**src/design/sm3_hash_core_defines.svh**
```systemverilog
// assertion macros for the sm3 hash core
// used by sm3_hash_core.sv, no other dependencies
`ifndef SM3_HASH_CORE_DEFINES_SVH
`define SM3_HASH_CORE_DEFINES_SVH
// implication checked every clock outside reset
`define SM3_ASSERT_IMP(label, clk, rst_n, ante, cons, msg) \
  label: assert property (@(posedge clk) disable iff (!rst_n) (ante) |-> (cons)) \
    else $error(msg);
// next-cycle implication
`define SM3_ASSERT_NXT(label, clk, rst_n, ante, cons, msg) \
  label: assert property (@(posedge clk) disable iff (!rst_n) (ante) |=> (cons)) \
    else $error(msg);
`endif

```
**src/design/sm3_pkg.sv**
```systemverilog
`timescale 1ns / 1ps
// sm3 package: initial value, round constants, rotate and permutation functions
// no dependencies
package sm3_pkg;
  typedef logic [31:0] word_t;

  localparam word_t IV0 = 32'h7380166F;
  localparam word_t IV1 = 32'h4914B2B9;
  localparam word_t IV2 = 32'h172442D7;
  localparam word_t IV3 = 32'hDA8A0600;
  localparam word_t IV4 = 32'hA96F30BC;
  localparam word_t IV5 = 32'h163138AA;
  localparam word_t IV6 = 32'hE38DEE4D;
  localparam word_t IV7 = 32'hB0FB0E4E;
  localparam word_t TJ_LOW  = 32'h79CC4519;
  localparam word_t TJ_HIGH = 32'h7A879D8A;
  localparam logic [7:0] PAD_BYTE = 8'h80;

  function automatic word_t iv_word(input logic [2:0] k);
    word_t r;
    case (k)
      3'd0: r = IV0;
      3'd1: r = IV1;
      3'd2: r = IV2;
      3'd3: r = IV3;
      3'd4: r = IV4;
      3'd5: r = IV5;
      3'd6: r = IV6;
      default: r = IV7;
    endcase
    return r;
  endfunction

  function automatic word_t rotl(input word_t x, input logic [4:0] n);
    logic [63:0] d;
    d = {x, x} << n;
    return d[63:32];
  endfunction

  function automatic word_t p0(input word_t x);
    return x ^ rotl(x, 5'd9) ^ rotl(x, 5'd17);
  endfunction

  function automatic word_t p1(input word_t x);
    return x ^ rotl(x, 5'd15) ^ rotl(x, 5'd23);
  endfunction

  // round control from sequencer to round unit
  typedef struct packed {
    logic       load;   // load working variables from chain value
    logic       step;   // run one round
    logic       fold;   // xor working variables into chain value
    logic       init;   // return chain value to the initial value
    logic [5:0] rnd;
  } rnd_ctl_t;
endpackage

```
**src/design/sm3_expand.sv**
```systemverilog
`timescale 1ns / 1ps
// sm3 message schedule: 16-word sliding window, one new w word per round
// depends on sm3_pkg
module sm3_expand import sm3_pkg::*; (
  input  logic  clk,
  input  logic  wr_en,
  input  word_t wr_word,
  input  logic  step,
  output word_t w0,
  output word_t w4
);
  word_t win_r [16];
  word_t win_nxt [16];
  word_t wn;

  // w[j+16] from the window w[j..j+15]
  assign wn = p1(win_r[0] ^ win_r[7] ^ rotl(win_r[13], 5'd15))
              ^ rotl(win_r[3], 5'd7) ^ win_r[10];
  assign w0 = win_r[0];
  assign w4 = win_r[4];

  always_comb begin
    for (int i = 0; i < 16; i++) win_nxt[i] = win_r[i];
    if (wr_en || step) begin
      for (int i = 0; i < 15; i++) win_nxt[i] = win_r[i+1];
      win_nxt[15] = wr_en ? wr_word : wn;
    end
  end

  always_ff @(posedge clk) begin
    for (int i = 0; i < 16; i++) win_r[i] <= win_nxt[i];
  end
endmodule

```
**src/design/sm3_round.sv**
```systemverilog
`timescale 1ns / 1ps
// sm3 compression round unit with working variables and chain value
// depends on sm3_pkg
module sm3_round import sm3_pkg::*; (
  input  logic     clk,
  input  logic     rst_n,
  input  rnd_ctl_t ctl,
  input  word_t    w0,
  input  word_t    w4,
  input  logic     shift_out,
  output word_t    cv0
);
  word_t v_r [8];
  word_t cv_r [8];
  word_t a12, tj, ss1, ss2, ff, gg, tt1, tt2;

  assign a12 = rotl(v_r[0], 5'd12);
  assign tj  = (ctl.rnd < 6'd16) ? TJ_LOW : TJ_HIGH;
  assign ss1 = rotl(a12 + v_r[4] + rotl(tj, ctl.rnd[4:0]), 5'd7);
  assign ss2 = ss1 ^ a12;
  assign ff  = (ctl.rnd < 6'd16) ? (v_r[0] ^ v_r[1] ^ v_r[2])
             : ((v_r[0] & v_r[1]) | (v_r[0] & v_r[2]) | (v_r[1] & v_r[2]));
  assign gg  = (ctl.rnd < 6'd16) ? (v_r[4] ^ v_r[5] ^ v_r[6])
             : ((v_r[4] & v_r[5]) | (~v_r[4] & v_r[6]));
  assign tt1 = ff + v_r[3] + ss2 + (w0 ^ w4);
  assign tt2 = gg + v_r[7] + ss1 + w0;
  assign cv0 = cv_r[0];

  always_ff @(posedge clk) begin
    if (ctl.load) begin
      for (int i = 0; i < 8; i++) v_r[i] <= cv_r[i];
    end else if (ctl.step) begin
      v_r[0] <= tt1;
      v_r[1] <= v_r[0];
      v_r[2] <= rotl(v_r[1], 5'd9);
      v_r[3] <= v_r[2];
      v_r[4] <= p0(tt2);
      v_r[5] <= v_r[4];
      v_r[6] <= rotl(v_r[5], 5'd19);
      v_r[7] <= v_r[6];
    end
  end

  always_ff @(posedge clk) begin
    if (!rst_n || ctl.init) begin
      for (int i = 0; i < 8; i++) cv_r[i] <= iv_word(3'(i));
    end else if (ctl.fold) begin
      for (int i = 0; i < 8; i++) cv_r[i] <= cv_r[i] ^ v_r[i];
    end else if (shift_out) begin
      // rotate so the next digest word sits at the head
      for (int i = 0; i < 7; i++) cv_r[i] <= cv_r[i+1];
      cv_r[7] <= cv_r[0];
    end
  end
endmodule

```
**src/design/sm3_hash_core.sv**
```systemverilog
`timescale 1ns / 1ps
// sm3 hash core top level: input sequencer, padding, digest output
// depends on sm3_pkg, sm3_expand, sm3_round, sm3_hash_core_defines.svh
//
//  channel  ports                                    dir
//  input    in_valid in_ready in_data_word
//           in_valid_bytes in_last                   in
//  result   out_valid out_ready out_digest_word
//           out_digest_last                          out
//
// a plain word is taken in S_IDLE; the 16th word of a block then runs
// load, 64 rounds on the shared round unit, and fold. a last word pads
// one word a cycle, runs one or two compressions, then shows 8 digest beats.
// reset brings the chain value to the initial value and clears counters.
// out_ready low simply holds the current digest beat.
`include "sm3_hash_core_defines.svh"
module sm3_hash_core import sm3_pkg::*; (
  input  logic        clk,
  input  logic        rst_n,
  input  logic        in_valid,
  output logic        in_ready,
  input  logic [31:0] in_data_word,
  input  logic [2:0]  in_valid_bytes,
  input  logic        in_last,
  output logic        out_valid,
  input  logic        out_ready,
  output logic [31:0] out_digest_word,
  output logic        out_digest_last
);
  localparam logic [2:0] S_IDLE = 3'd0;
  localparam logic [2:0] S_PAD  = 3'd1;
  localparam logic [2:0] S_LOAD = 3'd2;
  localparam logic [2:0] S_RND  = 3'd3;
  localparam logic [2:0] S_FOLD = 3'd4;
  localparam logic [2:0] S_OUT  = 3'd5;

  logic [2:0]  state_r, state_nxt;
  logic [3:0]  fill_r, fill_nxt;
  logic [63:0] bits_r, bits_nxt;
  logic [5:0]  rnd_r, rnd_nxt;
  logic [2:0]  oidx_r, oidx_nxt;
  logic        fin_r, fin_nxt;     // padding in progress
  logic        xpad_r, xpad_nxt;   // 0x80 word still owed
  logic        lenok_r, lenok_nxt; // length words fit in the current block
  logic        final_blk_r;
  logic        wr_en;
  word_t       wr_word, w0, w4, cv0, pad_word, in_mask;
  rnd_ctl_t    ctl;
  logic        accept, shift_out;
  logic [2:0]  nb;
  logic [5:0]  pshift;

  assign accept = in_valid && in_ready;
  assign in_ready = (state_r == S_IDLE);
  assign shift_out = out_valid && out_ready;
  assign out_valid = (state_r == S_OUT);
  assign out_digest_word = cv0;
  assign out_digest_last = (oidx_r == 3'd7);

  assign nb = (in_valid_bytes > 3'd4) ? 3'd4 : in_valid_bytes;
  assign pshift = 6'd32 - {nb, 3'b000};
  assign in_mask = (nb == 3'd0) ? 32'h0 : word_t'(33'h1_0000_0000 - (33'h1 << pshift));
  assign pad_word = (in_data_word & in_mask)
                  | word_t'({24'h0, PAD_BYTE} << (6'd24 - {nb, 3'b000}));

  sm3_expand u_exp (
    .clk(clk), .wr_en(wr_en), .wr_word(wr_word), .step(ctl.step), .w0(w0), .w4(w4)
  );
  sm3_round u_rnd (
    .clk(clk), .rst_n(rst_n), .ctl(ctl), .w0(w0), .w4(w4),
    .shift_out(shift_out), .cv0(cv0)
  );

  always_comb begin
    state_nxt = state_r;
    fill_nxt  = fill_r;
    bits_nxt  = bits_r;
    rnd_nxt   = rnd_r;
    oidx_nxt  = oidx_r;
    fin_nxt   = fin_r;
    xpad_nxt  = xpad_r;
    lenok_nxt = lenok_r;
    wr_en     = 1'b0;
    wr_word   = in_data_word;
    ctl       = '0;
    ctl.rnd   = rnd_r;
    case (state_r)
      S_IDLE: begin
        if (accept) begin
          wr_en = 1'b1;
          if (!in_last) begin
            bits_nxt = bits_r + 64'd32;
          end else begin
            bits_nxt = bits_r + {58'h0, nb, 3'b000};
            fin_nxt  = 1'b1;
            xpad_nxt = (nb == 3'd4);
            // marker in word 14 or 15 pushes the length into one more block
            lenok_nxt = (nb != 3'd4) && (fill_r < 4'd14);
            if (nb != 3'd4) wr_word = pad_word;
          end
          fill_nxt = fill_r + 4'd1;
          if (fill_r == 4'd15) state_nxt = S_LOAD;
          else if (in_last) state_nxt = S_PAD;
        end
      end
      S_PAD: begin
        wr_en = 1'b1;
        if (xpad_r) begin
          wr_word = {PAD_BYTE, 24'h0};
          lenok_nxt = (fill_r < 4'd14);
        end else if (lenok_r && fill_r == 4'd14) begin
          wr_word = bits_r[63:32];
        end else if (lenok_r && fill_r == 4'd15) begin
          wr_word = bits_r[31:0];
        end else begin
          wr_word = '0;
        end
        xpad_nxt = 1'b0;
        fill_nxt = fill_r + 4'd1;
        if (fill_r == 4'd15) begin
          state_nxt = S_LOAD;
          if (lenok_r && !xpad_r) fin_nxt = 1'b0;
        end
      end
      S_LOAD: begin
        ctl.load = 1'b1;
        rnd_nxt = '0;
        state_nxt = S_RND;
      end
      S_RND: begin
        ctl.step = 1'b1;
        rnd_nxt = rnd_r + 6'd1;
        if (rnd_r == 6'd63) state_nxt = S_FOLD;
      end
      S_FOLD: begin
        ctl.fold = 1'b1;
        if (fin_r) begin
          state_nxt = S_PAD;
          lenok_nxt = 1'b1;
        end else begin
          state_nxt = S_IDLE;
        end
        // the length word marks the final block of a message
        if (final_blk_r) begin
          state_nxt = S_OUT;
          oidx_nxt = '0;
        end
      end
      S_OUT: begin
        if (out_ready) begin
          oidx_nxt = oidx_r + 3'd1;
          if (oidx_r == 3'd7) begin
            state_nxt = S_IDLE;
            ctl.init = 1'b1;
            bits_nxt = '0;
            fill_nxt = '0;
            lenok_nxt = 1'b0;
          end
        end
      end
      default: state_nxt = S_IDLE;
    endcase
  end

  // set when the length words went into the block being compressed
  always_ff @(posedge clk) begin
    if (!rst_n) begin
      final_blk_r <= 1'b0;
    end else if (state_r == S_PAD && fill_r == 4'd15 && lenok_r && !xpad_r) begin
      final_blk_r <= 1'b1;
    end else if (state_r == S_OUT) begin
      final_blk_r <= 1'b0;
    end
  end

  always_ff @(posedge clk) begin
    if (!rst_n) begin
      state_r <= S_IDLE;
      fill_r  <= '0;
      bits_r  <= '0;
      rnd_r   <= '0;
      oidx_r  <= '0;
      fin_r   <= 1'b0;
      xpad_r  <= 1'b0;
      lenok_r <= 1'b0;
    end else begin
      state_r <= state_nxt;
      fill_r  <= fill_nxt;
      bits_r  <= bits_nxt;
      rnd_r   <= rnd_nxt;
      oidx_r  <= oidx_nxt;
      fin_r   <= fin_nxt;
      xpad_r  <= xpad_nxt;
      lenok_r <= lenok_nxt;
    end
  end

  `SM3_ASSERT_IMP(a_no_accept_busy, clk, rst_n, state_r != S_IDLE, !in_ready, "ready while busy")
  `SM3_ASSERT_NXT(a_rounds_end, clk, rst_n, state_r == S_RND && rnd_r == 6'd63, state_r == S_FOLD, "round count slip")
  `SM3_ASSERT_IMP(a_last_beat, clk, rst_n, out_valid && out_digest_last, oidx_r == 3'd7, "digest last misplaced")
endmodule
```
**config.mk**
```make
export PLATFORM = sky130hd
export DESIGN_NAME = sm3_hash_core
export DESIGN_NICKNAME = d
export VERILOG_FILES = /design/src/design/sm3_pkg.sv /design/src/design/sm3_expand.sv /design/src/design/sm3_round.sv /design/src/design/sm3_hash_core.sv
export VERILOG_INCLUDE_DIRS = /design/src /design/src/design
export SDC_FILE = /design/constraint.sdc
export NUM_CORES = 2
export LEC_CHECK = 0
export ABC_AREA = 1
export BUFFER_PORTS_ARGS = -buffer_cell sky130_fd_sc_hd__buf_2
export CAP_MARGIN = 40
export CELL_PAD_IN_SITES_DETAIL_PLACEMENT = 0
export CELL_PAD_IN_SITES_GLOBAL_PLACEMENT = 1
export CORE_UTILIZATION = 38
export CTS_BUF_LIST = sky130_fd_sc_hd__clkbuf_8 sky130_fd_sc_hd__clkbuf_16
export DETAILED_ROUTE_END_ITERATION = 16
export GPL_TIMING_DRIVEN = 0
export PLACE_DENSITY_LB_ADDON = 0.1
export RECOVER_POWER = 25
export SKIP_LAST_GASP = 1
export SYNTH_ARGS = -nofsm -noshare
export SYNTH_HDL_FRONTEND = slang
export SYNTH_HIERARCHICAL = 1
export SYNTH_SLANG_ARGS = --single-unit
export TNS_END_PERCENT = 1
```
**constraint.sdc**
```tcl
create_clock -name clk -period 7.89 [get_ports clk]
set_input_delay 1.1835 -clock clk [delete_from_list [all_inputs] [get_ports clk]]
set_output_delay 1.1835 -clock clk [all_outputs]
set_load 0.05 [all_outputs]
```
# Yosys cells after proc, flatten, opt, wreduce, memory -nomap -nowiden
# Memories as Yosys holds them, arrays and structs flattened.
# Index checks and enable logic that the tools add are counted.
[word_totals]
ff_bits = 84
ram_bits = 1024
inputBits = 40
output_inout_bits = 35
mem_count = 3
[classes]
n_addsub = 16
n_lt_le_gt_ge = 3
n_eq_ne = 22
shift = 3
n_mux = 108
n_bitwise = 57
reduce_logical = 29
[mem_list]
columns = ["memory", "words", "word_bits", "read_ports", "rd_clocked_by_memory_dff", "write_ports", "line", "text"]
rows = [
  ["u_exp.win_r", 16, 32, 16, 0, 16, "sm3_expand.sv:12", "word_t win_r [16];"],
  ["u_rnd.cv_r", 8, 32, 8, 0, 8, "sm3_round.sv:14", "word_t cv_r [8];"],
  ["u_rnd.v_r", 8, 32, 8, 0, 8, "sm3_round.sv:13", "word_t v_r [8];"],
]
[ops]
columns = ["operator", "n"]
rows = [
  ["32-bit two-way mux", 42],
  ["32-bit bitwise XOR", 22],
  ["512-bit two-way mux", 1],
  ["32-bit adder", 8],
  ["64-bit two-way mux", 4],
  ["32-bit bitwise AND", 6],
  ["32-bit OR", 4],
  ["64-bit one-hot mux with 2 select lines", 1],
  ["64-bit by 6-bit adder with 64-bit output", 1],
  ["64-bit by 6-bit adder with 64-bit output (second input constant)", 1],
  ["32-bit one-hot mux with 2 select lines", 1],
  ["64-bit by 5-bit << shifter with 64-bit output", 1],
  ["1-bit two-way mux", 36],
  ["3-bit two-way mux", 11],
  ["32-bit inverter", 1],
  ["1-bit by 6-bit << shifter with 32-bit output (first input constant)", 1],
  ["8-bit by 6-bit << shifter with 32-bit output (first input constant)", 1],
  ["1-bit by 32-bit subtractor with 32-bit output (first input constant)", 1],
  ["26-bit two-way mux", 1],
  ["1-bit OR", 24],
  ["3-bit one-hot mux with 6 select lines", 1],
  ["3-bit equality test (second input constant)", 4],
  ["4-bit two-way mux", 3],
  ["2-bit inequality test (second input constant)", 6],
  ["other kinds (32)", 56],
]

# Longest topological paths before layout
[depth]
depth_word = 14
mapped_depth = 49
mapped_depth_nobuf = 47

# Cells and area by module
# The synthesis kept the hierarchy.
[modules_own_cells]
columns = ["mod", "n_inst", "cells_each", "area_per_inst_um2", "seq_area_each_um2"]
rows = [
  ["sm3_round", 1, 4359, 37752.5, 15374.7],
  ["sm3_expand", 1, 1426, 19373.6, 15374.7],
  ["sm3_hash_core", 1, 1021, 6059.6, 1621.6],
]

# Least setup slack after synthesis
# No wires, ideal clock.
[synth_timing]
path_kind = "input port to flip-flop"
from = "input in_valid"
to = "memory u_exp/win_r[0][0] in the netlist's numbering (enable)"
arrival_time_ns = 7.717
required_ns = 7.223
path_slack_ns = -0.494
cell_stages = 4
cell_sequence = "nand2_1 -> nand2_1 -> clkbuf_1 -> or2_2"
[synth_lines]
columns = ["item", "line", "text"]
rows = [
  ["start, declared", "sm3_hash_core.sv:20", "input logic in_valid,"],
  ["end, declared", "sm3_expand.sv:12", ""],
]

==> key figures <==
Worst setup path
  • Worst setup EP type: flop
  • Crit-path most repeated cell: nand2_1
  • Critical Path RT: 8390 ps
  • R2r setup slk: 120 ps
  • Max incr delay on CP: 510 ps
  • Critical path fanouts, max: 13
  • Crit path kind: reg2reg
  • Worst r2r src: rnd_r[4]
  • Slowest cell on crit path: fa_2
  • Critical Path Source Type: flop
  • Worst setup path start: rnd_r[4]
  • Worst EP arrival: 8260 ps

Outcome
  • Failing checks: DRC, capacitance limit, slew limit
  • Outcome: complete, but fails checks

Clock tree
  • CTS tree: done
  • H-tree Lvls: 4
  • Clock Sinks: 1105
  • Clock Pin Slew Worst Setup and Hold Paths: 70 ps
  • Root Buffer: clkbuf_16
  • Hold buffer count at cts: 0
  • Total CTS buffers: 131
  • CTS Buffer Depth: 3
  • Clock latency on the worst-skew pair: 780 ps

Logic synthesis
  • Seq/Total Area, Yosys: 51.2%
  • Synthesized area: 0.0632 mm2
  • Top post-synthesis cells by count: nand2_1, edfxtp_1, inv_1
  • Yosys cell types: 69
  • Synth area leader: edfxtp_1
  • Top-area cell type share of the netlist area: 48.7%
  • Area contributors post-synth: edfxtp_1, nand2_1, fa_1
  • Synth Area per Inst: 9.28 um2
  • Synthesis Warnings: 6
  • Top_reg_cell synth: edfxtp_1
  • Most frequent cell after synthesis: nand2_1
  • Mapped Cells: 6806
  • Post-synth ARST share: 0%
  • FF+latch count, synth: 1105
  • Synth Net Count: 7144
  • EDFF count, synth: 1024

GRT
  • Largest net degree at the start of global routing: 69
  • Total gr overflow: 0
  • Vias in the first global route: 47.2k
  • Initial antenna violation count: 6
  • Global-route wire length before repair: 365000 um
  • Gr usage total: 31.3%

STA
  • Worst slew margin: -121%
  • Peak Freq: 129 MHz
  • Tightest Pin Transition: 3310 ps
  • Post-layout min period: 7770 ps
  • RSZ-0062 raised after global routing: yes
  • Post-route clock period utilization: 98.5%
  • Setup violators final: 0
  • Fin. max-slew vios: 44
  • Clk_skew: 42.1 ps
  • Fin. Hold Viols: 0

Pwr
  • PwrDens: 289 mW/mm2
  • Switching part of the total: 38.3%
  • Net switching power: 0.00807 W
  • VDD IR max: 0.226 mV
  • Clock share of power: 28.5%
  • Comb pwr share: 36.0%
  • Seq pwr share: 35.4%
  • Internal: 0.0130 W
  • Leak Pwr: 30.0 nW

Finish
  • Area Overhead vs Synth: 15.4%
  • Layout cells sized above 1: 10.0%
  • Final core occ: 44.2%
  • Fin area: 0.0729 mm2
  • Nets@finish: 7448
  • Filler cells: 16.1k

Floorplan
  • Core Region: 0.165 mm2
  • Die Width: 410 um
  • I/O pins: 75
  • Row count: 149
  • Die Y: 410 um
  • Die area: 0.168 mm2
  • Starting Density: 38.3%

Job
  • Maxcap violations: 1

Routing
  • Initial DRC Count: 5564
  • 1st-pass router iterations: 12
  • Routed len/inst: 28.3 um
  • Via count: 50.6k
  • Vias per cell: 5.38
  • Drt total wl: 266000 um
  • Residual DRC count: 20
  • Routed Antenna Nets: 0

Hold path
  • Hold wc startpoint: u_exp/win_r[0][40]
  • Hold crit path type: reg2reg

Place
  • DP Wirelength: 213000 um
  • DP Area: 0.0676 mm2
  • Final Wtd Congestion: 0.979
  • I/O Buffers: 74
-- metrics by stage --
step / hold WS, ps / power, W / worst slack [ps] / std cells / TNS, ps
floorplan: 400 / 0.0122 / 439 / 6806 / 0
global placement: 400 / 0.0146 / -5360 / 9069 / -1666750
detailed placement: 405 / 0.0146 / -2570 / 9149 / -124640
CTS: 396 / 0.0209 / -63.6 / 9386 / -694
global route: 418 / 0.0222 / -151 / 9397 / -3380
finish: 378 / 0.0211 / 122 / 9400 / 0
-- registers in the layout, indices dropped and copies added (netlist names) --
name         count
rnd_r            6
final_blk_r      1
u_rnd/v_r      256
fin_r            1
lenok_r          1
bits_r          61
u_rnd/cv_r     256
oidx_r           3
state_r          3
u_exp/win_r    512
xpad_r           1
fill_r           4
-- critical path, delay by kind of cell (launching register included) --
kind	cells	cell delay, ps
buffers and inverters	10	980
and+or+nand+nor	20	2580
DFF	1	420
adders and majority gates	7	2430
AOI/OAI and AO/OA	7	1040
-- final timing paths --
| check | endpoint | cells past startpoint |
|---|---|---|
| max | u_rnd/v_r[0][22] | 44 |
| min | u_exp/win_r[0][8] | 0 |
| max reg2reg | u_rnd/v_r[0][22] | 44 |
| min reg2reg | u_exp/win_r[0][8] | 0 |
-- power by group through the flow --
| stage | Clock (W) | Sequential [W] | Combinational, W |
|---|---|---|---|
| after floorplan | 0 | 0.00747 | 0.00468 |
| after global placement | 0 | 0.00768 | 0.00694 |
| after detailed placement | 0 | 0.00759 | 0.00703 |
| after CTS | 0.00613 | 0.00747 | 0.00726 |
| after global routing | 0.00634 | 0.00753 | 0.00835 |
| final | 0.00602 | 0.00747 | 0.00760 |
-- final cells by class --
type	instances	area (um2)	share of cell area, %
multi-input cells	4478	27000	37.0
plain buffers	239	1230	1.68
diodes	3	7.51	0.0103
flip-flops and latches	1105	32400	44.4
clock inverters	91	721	0.988
clock buffers	140	3470	4.76
inverters	983	3700	5.07
well taps	2189	2740	3.76
repair buffers	172	1710	2.35
-- per-layer routing --
metal	vias up	track usage, %	share of wire (%)
li1	23200	-	-
met1	24800	40.8	41
met2	2151	49.8	45
met3	446	5.69	8.0
met4	6	15.5	6.1
met5	-	0	0.014
-- cell usage in the layout (no fill, tap or decap), types with 30 or more instances in the layout --
master	count
nand2_1	1752
edfxtp_1	1024
inv_1	999
nand3_1	451
o21ai_0	416
nor2_1	319
xnor2_1	186
fa_1	185
a21oi_1	174
xor2_1	159
clkbuf_16	137
clkbuf_1	134
o22ai_1	101
buf_2	96
ha_1	88
buf_4	87
dfxtp_1	78
nand2_2	61
o21ai_1	59
nand4_1	50
o211ai_1	42
nor3_1	38
buf_6	34
nand3_2	30
o21ai_2	30
-- cells by family (layout without fill, tap and decap cells) --
logic type	after synthesis	after routing	share of synthesized area, %
compound gates	986	986	8.89
xor+xnor	371	371	5.27
fa+ha+maj	298	298	8.15
buf+inv	1223	1625	7.71
flops	1105	1105	51.2
mux	12	12	0.190
other cells	0	3	0
simple gates	2811	2811	18.6
-- repair_timing --
| action | in CTS | in global routing |
|---|---|---|
| endpoints found under the setup margin | 63 | 55 |
| pin swaps | 12 | 32 |
| gates resized for setup | 141 | 162 |
| buffers inserted | 7 | 11 |
| endpoints found under the hold margin | 0 | 0 |
Power figures use the tool's default switching activity.
